===== src/rtl/core/egqt_pkg.sv =====
// Package for the epsilon-greedy action-value table unit.
// Holds field widths, parameter defaults, item kind codes and shared helpers.
// No dependencies.
package egqt_pkg;

    localparam int DEF_NUM_STATES  = 5;
    localparam int DEF_NUM_ACTIONS = 5;
    localparam int DEF_VALUE_WIDTH = 32;

    localparam int STATE_W     = 3;
    localparam int ACTION_W    = 3;
    localparam int NEWVAL_W    = 32;
    localparam int FRAC_W      = 16;
    localparam int THRESH_W    = 17;
    localparam int ROWMAX_W    = 32;
    localparam int IN_TDATA_W  = 64;
    localparam int OUT_TDATA_W = 40;

    localparam logic [THRESH_W-1:0] THRESHOLD_RESET = 17'd58982;

    localparam logic KIND_SELECT = 1'b0;
    localparam logic KIND_UPDATE = 1'b1;

    // Side information of a select item while its row is read.
    typedef struct packed {
        logic              in_range;
        logic [FRAC_W-1:0] frac;
        logic [ACTION_W-1:0] ract;
    } sel_info_t;

    // Reduces a three-bit action modulo the number of actions (at least two).
    function automatic logic [ACTION_W-1:0] wrap_action(logic [ACTION_W-1:0] a, int n);
        int v;
        v = int'(a);
        for (int i = 0; i < 4; i++) begin
            if (v >= n) begin
                v = v - n;
            end
        end
        return ACTION_W'(v);
    endfunction

endpackage


===== src/rtl/core/egqt_ram.sv =====
// Generic single-write, single-read RAM with a registered read port.
// No dependencies.
module egqt_ram #(
    parameter int WIDTH = 32,
    parameter int DEPTH = 8,
    localparam int ADDR_W = (DEPTH > 1) ? $clog2(DEPTH) : 1
) (
    input  logic              clk,
    input  logic              we,
    input  logic [ADDR_W-1:0] waddr,
    input  logic [WIDTH-1:0]  wdata,
    input  logic              re,
    input  logic [ADDR_W-1:0] raddr,
    output logic [WIDTH-1:0]  rdata
);

    logic [WIDTH-1:0] mem_reg [DEPTH];
    logic [WIDTH-1:0] rdata_reg;

    always_ff @(posedge clk) begin
        if (we) begin
            mem_reg[waddr] <= wdata;
        end
        if (re) begin
            rdata_reg <= mem_reg[raddr];
        end
    end

    assign rdata = rdata_reg;

endmodule


===== src/rtl/core/epsilon_greedy_q_table_unit.sv =====
// Top level of the epsilon-greedy action-value table unit.
// Depends on egqt_pkg and egqt_ram.
//
// The unit accepts one item per cycle. An update word writes one table entry and
// gives no result. A select word reads its whole row at once from one RAM per
// action column, and its result stands in the output register after the
// word is accepted: the registered RAM read happens at the accepting edge, and the
// compare tree and the choice fill the output register at a later edge on which the
// pipeline advances. Back-pressure on the result side stalls the whole pipeline.
// After reset the table is cleared by a pass over all NUM_STATES rows, one row a cycle,
// during which s_tready is low; the threshold register can be written at any time.
module epsilon_greedy_q_table_unit
    import egqt_pkg::*;
#(
    parameter int NUM_STATES  = DEF_NUM_STATES,
    parameter int NUM_ACTIONS = DEF_NUM_ACTIONS,
    parameter int VALUE_WIDTH = DEF_VALUE_WIDTH
) (
    input  logic                   aclk,
    input  logic                   aresetn,
    // Threshold register write channel.
    input  logic                   cfg_valid,
    output logic                   cfg_ready,
    input  logic [THRESH_W-1:0]    cfg_data,
    // Input words.
    input  logic                   s_tvalid,
    output logic                   s_tready,
    // state_index[2:0], action_index[5:3], new_value[37:6],
    // random_fraction[53:38], random_action[56:54], zero[63:57]
    input  logic [IN_TDATA_W-1:0]  s_tdata,
    // kind[0]
    input  logic                   s_tuser,
    // Result words.
    output logic                   m_tvalid,
    input  logic                   m_tready,
    // chosen_action[2:0], row_maximum[34:3], explored[35], zero[39:36]
    output logic [OUT_TDATA_W-1:0] m_tdata
);

    localparam int ADDR_W = $clog2(NUM_STATES);
    localparam int IDX_W  = $clog2(NUM_ACTIONS);
    localparam int POW    = 1 << IDX_W;

    // Input field extraction.
    logic                    in_kind;
    logic [STATE_W-1:0]      in_state;
    logic [ACTION_W-1:0]     in_action;
    logic [NEWVAL_W-1:0]     in_value;
    logic [FRAC_W-1:0]       in_frac;
    logic [ACTION_W-1:0]     in_ract;

    assign in_kind   = s_tuser;
    assign in_state  = s_tdata[2:0];
    assign in_action = s_tdata[5:3];
    assign in_value  = s_tdata[37:6];
    assign in_frac   = s_tdata[53:38];
    assign in_ract   = s_tdata[56:54];

    logic [THRESH_W-1:0] thresh_reg;
    logic                clr_busy_reg;
    logic [ADDR_W-1:0]   clr_addr_reg;
    logic                p1_valid_reg;
    sel_info_t           p1_info_reg;
    logic                m_valid_reg;
    logic [ACTION_W-1:0] m_action_reg;
    logic [ROWMAX_W-1:0] m_max_reg;
    logic                m_explored_reg;

    logic                advance;
    logic                s_accept;
    logic                state_ok;
    logic                action_ok;
    logic [ADDR_W-1:0]   ram_addr;
    logic [VALUE_WIDTH-1:0] wr_value;

    // The pipeline moves whenever the output register is free or being emptied.
    assign advance   = !m_valid_reg || m_tready;
    assign s_tready  = !clr_busy_reg && advance;
    assign s_accept  = s_tvalid && s_tready;
    assign cfg_ready = 1'b1;

    assign state_ok  = 32'(in_state) < NUM_STATES;
    assign action_ok = 32'(in_action) < NUM_ACTIONS;
    assign ram_addr  = clr_busy_reg ? clr_addr_reg : ADDR_W'(in_state);
    assign wr_value  = clr_busy_reg ? '0 : VALUE_WIDTH'($signed(in_value));

    // One RAM per action column, all read at the same row.
    logic [VALUE_WIDTH-1:0] lane_rd [NUM_ACTIONS];

    for (genvar g = 0; g < NUM_ACTIONS; g++) begin : g_lane
        logic lane_we;
        assign lane_we = clr_busy_reg
            || (s_accept && in_kind == KIND_UPDATE && state_ok && action_ok
                && 32'(in_action) == g);
        egqt_ram #(
            .WIDTH (VALUE_WIDTH),
            .DEPTH (NUM_STATES)
        ) u_ram (
            .clk   (aclk),
            .we    (lane_we),
            .waddr (ram_addr),
            .wdata (wr_value),
            .re    (s_accept && in_kind == KIND_SELECT && state_ok),
            .raddr (ADDR_W'(in_state)),
            .rdata (lane_rd[g])
        );
    end

    // Row maximum and first index of it, as a tree; the left child wins ties.
    logic signed [VALUE_WIDTH-1:0] node_val [1:2*POW-1];
    logic [IDX_W-1:0]              node_idx [1:2*POW-1];
    logic                          node_ok  [1:2*POW-1];

    always_comb begin : p_tree
        logic take_r;
        take_r = 1'b0;
        for (int i = 0; i < POW; i++) begin
            node_ok[POW+i]  = (i < NUM_ACTIONS);
            node_idx[POW+i] = IDX_W'(i);
            if (i < NUM_ACTIONS) begin
                node_val[POW+i] = lane_rd[i];
            end else begin
                node_val[POW+i] = '0;
            end
        end
        for (int n = POW - 1; n >= 1; n--) begin
            take_r = node_ok[2*n+1]
                && (!node_ok[2*n] || node_val[2*n] < node_val[2*n+1]);
            node_ok[n]  = node_ok[2*n] || node_ok[2*n+1];
            node_val[n] = take_r ? node_val[2*n+1] : node_val[2*n];
            node_idx[n] = take_r ? node_idx[2*n+1] : node_idx[2*n];
        end
    end

    logic                greedy;
    logic [ACTION_W-1:0] action_next;
    logic [ROWMAX_W-1:0] max_next;
    logic                explored_next;

    always_comb begin
        greedy        = {1'b0, p1_info_reg.frac} < thresh_reg;
        action_next   = '0;
        max_next      = '0;
        explored_next = 1'b0;
        if (p1_info_reg.in_range) begin
            max_next = ROWMAX_W'(node_val[1]);
            if (greedy) begin
                action_next = ACTION_W'(node_idx[1]);
            end else begin
                action_next   = wrap_action(p1_info_reg.ract, NUM_ACTIONS);
                explored_next = 1'b1;
            end
        end
    end

    always_ff @(posedge aclk) begin
        if (!aresetn) begin
            thresh_reg   <= THRESHOLD_RESET;
            clr_busy_reg <= 1'b1;
            clr_addr_reg <= '0;
            p1_valid_reg <= 1'b0;
            m_valid_reg  <= 1'b0;
        end else begin
            if (cfg_valid && cfg_ready) begin
                thresh_reg <= cfg_data;
            end
            if (clr_busy_reg) begin
                if (clr_addr_reg == ADDR_W'(NUM_STATES - 1)) begin
                    clr_busy_reg <= 1'b0;
                end
                clr_addr_reg <= clr_addr_reg + 1'b1;
            end
            if (advance) begin
                p1_valid_reg <= s_accept && in_kind == KIND_SELECT;
                m_valid_reg  <= p1_valid_reg;
            end
        end
    end

    // Payload registers.
    always_ff @(posedge aclk) begin
        if (advance) begin
            p1_info_reg.in_range <= state_ok;
            p1_info_reg.frac     <= in_frac;
            p1_info_reg.ract     <= in_ract;
            m_action_reg         <= action_next;
            m_max_reg            <= max_next;
            m_explored_reg       <= explored_next;
        end
    end

    assign m_tvalid = m_valid_reg;
    assign m_tdata  = {4'b0, m_explored_reg, m_max_reg, m_action_reg};

`ifndef SYNTHESIS
    a_no_accept_while_clearing: assert property (@(posedge aclk) disable iff (!aresetn)
        clr_busy_reg |-> !s_tready)
        else $error("input accepted during the clearing pass");

    a_clear_addr_in_range: assert property (@(posedge aclk) disable iff (!aresetn)
        clr_busy_reg |-> (32'(clr_addr_reg) < NUM_STATES))
        else $error("clearing address beyond the table");

    a_select_enters_pipe: assert property (@(posedge aclk) disable iff (!aresetn)
        (s_accept && in_kind == KIND_SELECT) |=> p1_valid_reg)
        else $error("select word lost on entry");

    a_update_no_result: assert property (@(posedge aclk) disable iff (!aresetn)
        (s_accept && in_kind == KIND_UPDATE) |=> !p1_valid_reg)
        else $error("update word produced a result");

    a_action_in_range: assert property (@(posedge aclk) disable iff (!aresetn)
        m_valid_reg |-> (32'(m_action_reg) < NUM_ACTIONS))
        else $error("chosen action out of range");
`endif

endmodule

===== config.mk =====
export PLATFORM = sky130hd
export DESIGN_NAME = epsilon_greedy_q_table_unit
export DESIGN_NICKNAME = d
export VERILOG_FILES = /design/src/rtl/core/egqt_pkg.sv /design/src/rtl/core/egqt_ram.sv /design/src/rtl/core/epsilon_greedy_q_table_unit.sv
export SDC_FILE = /design/constraint.sdc
export NUM_CORES = 1
export LEC_CHECK = 0
export BUFFER_PORTS_ARGS = -buffer_cell sky130_fd_sc_hd__buf_2
export CORE_MARGIN = 10
export CORE_UTILIZATION = 60
export CTS_BUF_LIST = sky130_fd_sc_hd__clkbuf_8
export DETAILED_ROUTE_END_ITERATION = 8
export PLACE_DENSITY = 0.75
export SLEW_MARGIN = 40
export SYNTH_ARGS = -nofsm -noshare
export SYNTH_HDL_FRONTEND = slang
export SYNTH_SLANG_ARGS = --single-unit

===== constraint.sdc =====
create_clock -name aclk -period 12.8 [get_ports aclk]
set_input_delay 1.28 -clock aclk [delete_from_list [all_inputs] [get_ports aclk]]
set_output_delay 1.28 -clock aclk [all_outputs]
set_load 0.03 [all_outputs]

Yosys cells after proc, flatten, opt, wreduce, memory -nomap -nowiden
Memories as Yosys holds them, arrays and structs flattened. A register that Yosys moved wholly into a read port is not among the register bits.
Index checks and enable logic that the tools add are counted.
{ "word_totals": {"word_cells": 93, "input_bits": 87, "mem_count": 5, "reg_bits": 79, "ram_bits": 800, "output_inout_bits": 43} }
{ "classes": {"order_cmp": 11, "mux": 34, "bitwise_logic": 1, "n_eq_ne": 5, "n_reduce_logical": 21, "n_addsub": 5} }
{ "memory_table": {"columns": ["name", "depth", "word_bits", "rd", "rd_clocked_by_memory_dff", "wr", "line", "source"], "rows": [
  ["g_lane[0].u_ram.mem_reg", 5, 32, 1, 1, 1, "egqt_ram.sv:17", "logic [WIDTH-1:0] mem_reg [DEPTH];"],
  ["g_lane[1].u_ram.mem_reg", 5, 32, 1, 1, 1, "egqt_ram.sv:17", null],
  ["g_lane[2].u_ram.mem_reg", 5, 32, 1, 1, 1, "egqt_ram.sv:17", null],
  ["g_lane[3].u_ram.mem_reg", 5, 32, 1, 1, 1, "egqt_ram.sv:17", null],
  ["g_lane[4].u_ram.mem_reg", 5, 32, 1, 1, 1, "egqt_ram.sv:17", null]
]} }
{ "ops": {"columns": ["op", "count"], "rows": [
  ["two-way mux 32 bit", 14],
  ["< comparator 32 bit", 4],
  [">= comparator 32 x 4 -> 1 bit, second input constant", 3],
  ["subtractor 32 x 4 -> 32 bit, second input constant", 2],
  ["< comparator 16 x 17 -> 1 bit", 1],
  ["two-way mux 1 bit", 15],
  ["logical AND 1 bit", 12],
  ["two-way mux 3 bit", 4],
  ["equality test 3 x 2 -> 1 bit, second input constant", 2],
  ["equality test 3 bit, second input constant", 2],
  ["logical OR 1 bit", 6],
  ["< comparator 3 bit, second input constant", 2],
  ["subtractor 3 x 3 -> 4 bit, second input constant", 1],
  ["adder 3 x 1 -> 3 bit, second input constant", 1],
  ["equality test 3 x 1 -> 1 bit, second input constant", 1],
  [">= comparator 3 bit, second input constant", 1],
  ["zero test 3 bit", 1],
  ["subtractor 3 bit, second input constant", 1],
  ["zero test 1 bit", 2],
  ["two-way mux 2 bit", 1],
  ["NOT 1 bit", 1]
]} }

Logic depth before layout (Yosys ltp)
{ "depth": {"ltp_word": 15, "ltp_mapped": 35, "mapped_depth_nobuf": 29} }

Modules after synthesis
Synthesis repeated with hierarchy kept, for this count alone.
{ "unflattened": {"hier_cells": 2929, "hier_area_um2": 44979.4} }
{ "by_module_without_submodules": {"columns": ["module", "n_inst", "seq_area_each_um2", "area_each_um2", "cells_per_inst"], "rows": [
  ["egqt_ram at g_lane[0].u_ram ...", 3, 5765.5, 7230.7, 381],
  ["egqt_ram at g_lane[3].u_ram ...", 2, 5765.5, 7224.4, 383],
  ["epsilon_greedy_q_table_unit", 1, 2142.1, 8838.5, 1020]
]} }

Worst setup path after synthesis
No wires, ideal clock.
{ "synth_timing": {"kind": "register to register", "startpoint": "register g_lane[0].u_ram.rdata_reg[19], read port of g_lane[0].u_ram.mem_reg", "endpoint": "register m_max_reg[1] (data pin)", "slack_ps": 5323, "period_less_slack_ps": 7477, "t_required_ps": 12544, "n_path_buf": 5, "setup_time_ps": 256, "t_arrival_ps": 7222, "path_stages_with_launch": 34, "cell_sequence": "edfxtp_1 > ha_1 > a21oi_1 > o21ai_0 > a221oi_1 > o22ai_1 > a211oi_1 > clkbuf_1 > mux2i_1 > inv_1 > ha_1 > a21o_1 > a221o_1 > a221oi_1 > o31ai_1 > a21o_1 > xnor2_1 > a41o_1 > buf_2 > buf_4 > mux2i_1 > ha_1 > a21o_1 > a21o_1 > a21o_1 > a21o_1 > a21oi_1 > o21ai_0 > a221o_1 > xnor2_1 > or2_1 > buf_2 > buf_2 > a31o_2"} }
{ "synth_via": {"elab_chain_cells": 6} }
{ "synth_lines": {"columns": ["element", "line", "source"], "rows": [
  ["start: declaration", "egqt_ram.sv:18", "logic [WIDTH-1:0] rdata_reg;"],
  ["< comparator 32 bit", "epsilon_greedy_q_table_unit.sv:128", "&& (!node_ok[2*n] || node_val[2*n] < node_val[2*n+1]);"],
  ["two-way mux 32 bit *", "epsilon_greedy_q_table_unit.sv:130", "node_val[n] = take_r ? node_val[2*n+1] : node_val[2*n];"],
  ["< comparator 32 bit", "epsilon_greedy_q_table_unit.sv:128", null],
  ["two-way mux 32 bit *", "epsilon_greedy_q_table_unit.sv:130", null],
  ["< comparator 32 bit", "epsilon_greedy_q_table_unit.sv:128", null],
  ["two-way mux 32 bit *", "epsilon_greedy_q_table_unit.sv:130", null],
  ["end signal: assignment", "epsilon_greedy_q_table_unit.sv:187", "m_max_reg <= max_next;"],
  ["end: declaration", "epsilon_greedy_q_table_unit.sv:66", "logic [ROWMAX_W-1:0] m_max_reg;"]
]} }
Every way passes the cells marked *; elsewhere a longest branch is shown, timed or not.
A chain may end at the register's enable or synchronous reset.

Final worst setup path
{ "layout_timing": {"startpoint": "register g_lane[2].u_ram.rdata_reg[17], read port of g_lane[2].u_ram.mem_reg", "endpoint": "register m_max_reg[26] (data pin)"} }
{ "layout_via": {"elab_chain_cells": 6} }
{ "layout_lines": {"columns": ["element", "line"], "rows": [
  ["start: declaration", "egqt_ram.sv:18"],
  ["< comparator 32 bit", "epsilon_greedy_q_table_unit.sv:128"],
  ["two-way mux 32 bit *", "epsilon_greedy_q_table_unit.sv:130"],
  ["< comparator 32 bit", "epsilon_greedy_q_table_unit.sv:128"],
  ["two-way mux 32 bit *", "epsilon_greedy_q_table_unit.sv:130"],
  ["< comparator 32 bit", "epsilon_greedy_q_table_unit.sv:128"],
  ["two-way mux 32 bit *", "epsilon_greedy_q_table_unit.sv:130"]
]} }
Marked as above.

==> impl_metrics.ini <==
[worst_setup_path]
worst_ep_arrival_time_ns = 10.22
critPathKind = register to register
critPathMaxStageDelay_ns = 0.67
cp_max_fo = 34
cpMaxStageDelayCell = buf_4
end_kind = register
path_buf_inv = 4
cp-start-kind = register
cpLargestDelayFamily = compound AO/OA/AOI/OAI gates
required_ns = 13.35

[layout]
multi_input_area_um2 = 11500
fin_area_um2 = 48400
largest_reg_flops = 800
nFillCells = 4595
drive_gt1_frac = 0.276
ff_latch_area_um2 = 31000
area_growth_pct = 12.1
nNetsFinal = 2856
final_core_util = 0.679
fin_cells = 3687

[routing]
via_per_inst = 6.22
totalWireLength_um = 100000
post-route-drc-count = 0
drtIter0Drc = 2093
wl_per_cell_um = 27.2
ant_nets = 0
vias = 22929
dr.pass1.iters = 7

[clock_network]
cts_sinks = 1039
cts_buffer_depth = 3
cts_inserted_buffers = 162
path_clk_slew_ns = 0.06
htreeDepth = 4
post_cts_buffers = 0
cts_resized = 0
clk-insertion-delay-late_ns = 0.82
cts_tree = yes
ctsRootBufferMaster = clkbuf_8
hold_buffers = 0

[placed_design]
hpwl_um = 59300
post-place-cells = 3404
dp_slack_ns = 3.33
port_buffers = 117
placed_cell_area_um2 = 45500
place.gp.congestion = 0.878

[global_route]
grt_max_degree = 68
grtUsageTotal = 0.246
grt-ovfl-total = 0
grt_pass1_vias = 23685
grt_pass1_wl_um = 149000
antenna_found_initial = 3

[floorplanning]
die_h_um = 288
rows = 98
start_util = 0.605
fp.dieW_um = 288
core_um2 = 71400
die_area_um2 = 83100
ios = 130

[yosys]
synth_top_area_cell = edfxtp_1
synth_cell_types = 60
syn_avg_cell_area_um2 = 18.4
synthTopCellsByArea = edfxtp_1, mux4_2, ha_1, mux2_2, mux2i_1
syn_area_um2 = 43200
ys_ff_latch = 1039
ys_seq_area_frac = 0.717
synth_edf_count = 1016
synth_top_area_frac = 0.706
yosys_warnings = 0
synthArstFlopShare = 0
postSynthCellCount = 2350
yosysMostFrequentCell = edfxtp_1
synth_ff_type = edfxtp_1
synthTopCellsByCount = edfxtp_1, inv_1, mux2_2, mux4_2, ha_1

[hold_path]
hp-class = register to register

[timing]
worst_slew_pin_slew_ns = 0.870
rsz0062_at_grt = no
hold_viol = 0
fin_crit_sh = 0.756
setup_ws_ns = 3.12
fmax_mhz = 103
setup_viol = 0
timing.setup.tns_ns = 0
period_minus_slack_ns = 9.68
clock_skew_ns = 0.0449
slew_violations = 0
fin_hold_ws_ns = 0.478
slew_headroom = 0.418

[run]
maxCapViolations = 0

[power_and_ir_drop]
fin_total_pwr_mw = 7.57
power-per-cell-area_nw_per_um2 = 156
p_leak_nw = 18.0
vdd_drop_max_mv = 0.130

[run_status]
outcome = complete, no violations
cell type report:
type,count,area share
antenna,2,0.000103
sequential,1039,0.640
clock buffer,164,0.0466
multi-input combinational,1053,0.237
clock inverter,117,0.0128
inverter,163,0.0126
timing repair buffer,199,0.0265
tap,950,0.0245
metal layers:
| layer | share of wire | vias to the layer above | track usage |
|---|---|---|---|
| li1 | - | 9854 | - |
| met1 | 0.40 | 11736 | 0.331 |
| met2 | 0.47 | 1099 | 0.384 |
| met3 | 0.093 | 238 | 0.0543 |
| met4 | 0.039 | 2 | 0.109 |
| met5 | 0.00013 | - | 0 |
power breakdown:
group / switching (mW) / internal, mW / total, mW
sequential: 0.0822 / 4.13 / 4.21
combinational: 0.536 / 0.304 / 0.839
clock: 1.26 / 1.26 / 2.52
total: 1.88 / 5.69 / 7.57
cells in the final DEF, fill, tap and decap left out, drive strengths merged, types with 4 or more instances in the layout:
cell	netlist	final
nor2	57	57
mux4	160	160
ha	151	151
nand2	55	55
nor2b	50	50
mux2	162	162
conb	2	5
o211ai	11	11
a221o	4	4
nand3	6	6
a21oi	52	52
a2111oi	4	4
nor3	6	6
edfxtp	1016	1016
o21ai	32	32
nand2b	6	6
dfxtp	23	23
xnor2	8	8
nor4	31	31
a31o	33	33
mux2i	105	105
a31oi	6	6
inv	162	225
clkbuf	57	164
nand4	19	19
o21a	4	4
a211oi	8	8
and4	6	6
buf	41	199
and2	7	7
a21o	28	28
clkinv	1	49
worst paths after layout:
path / from / end / slack (ns) / depth (start not counted)
worst max-delay path: g_lane[2].u_ram.rdata[17]$_DFFE_PP_ / m_max_reg[26]$_SDFFCE_PN0N_ / 3.12 / 31
worst min-delay path: p1_valid_reg$_SDFFE_PN0N_ / m_tvalid$_SDFFE_PN0N_ / 0.48 / 1
worst max register to register: g_lane[2].u_ram.rdata[17]$_DFFE_PP_ / m_max_reg[26]$_SDFFCE_PN0N_ / 3.12 / 31
worst min register to register: p1_valid_reg$_SDFFE_PN0N_ / m_tvalid$_SDFFE_PN0N_ / 0.48 / 1
kinds of logic (layout without fill, tap and decap cells):
group | count (synthesis) | count (layout) | share of synthesized area
other cells | 2 | 7 | 0.000174
simple gates | 256 | 256 | 0.0309
mux | 427 | 427 | 0.150
buf+inv | 261 | 643 | 0.0236
xor+xnor | 9 | 9 | 0.00183
fa+ha+maj | 151 | 151 | 0.0437
flops | 1039 | 1039 | 0.717
compound gates | 205 | 205 | 0.0327
No activity file was read; power rests on OpenSTA's default activity.
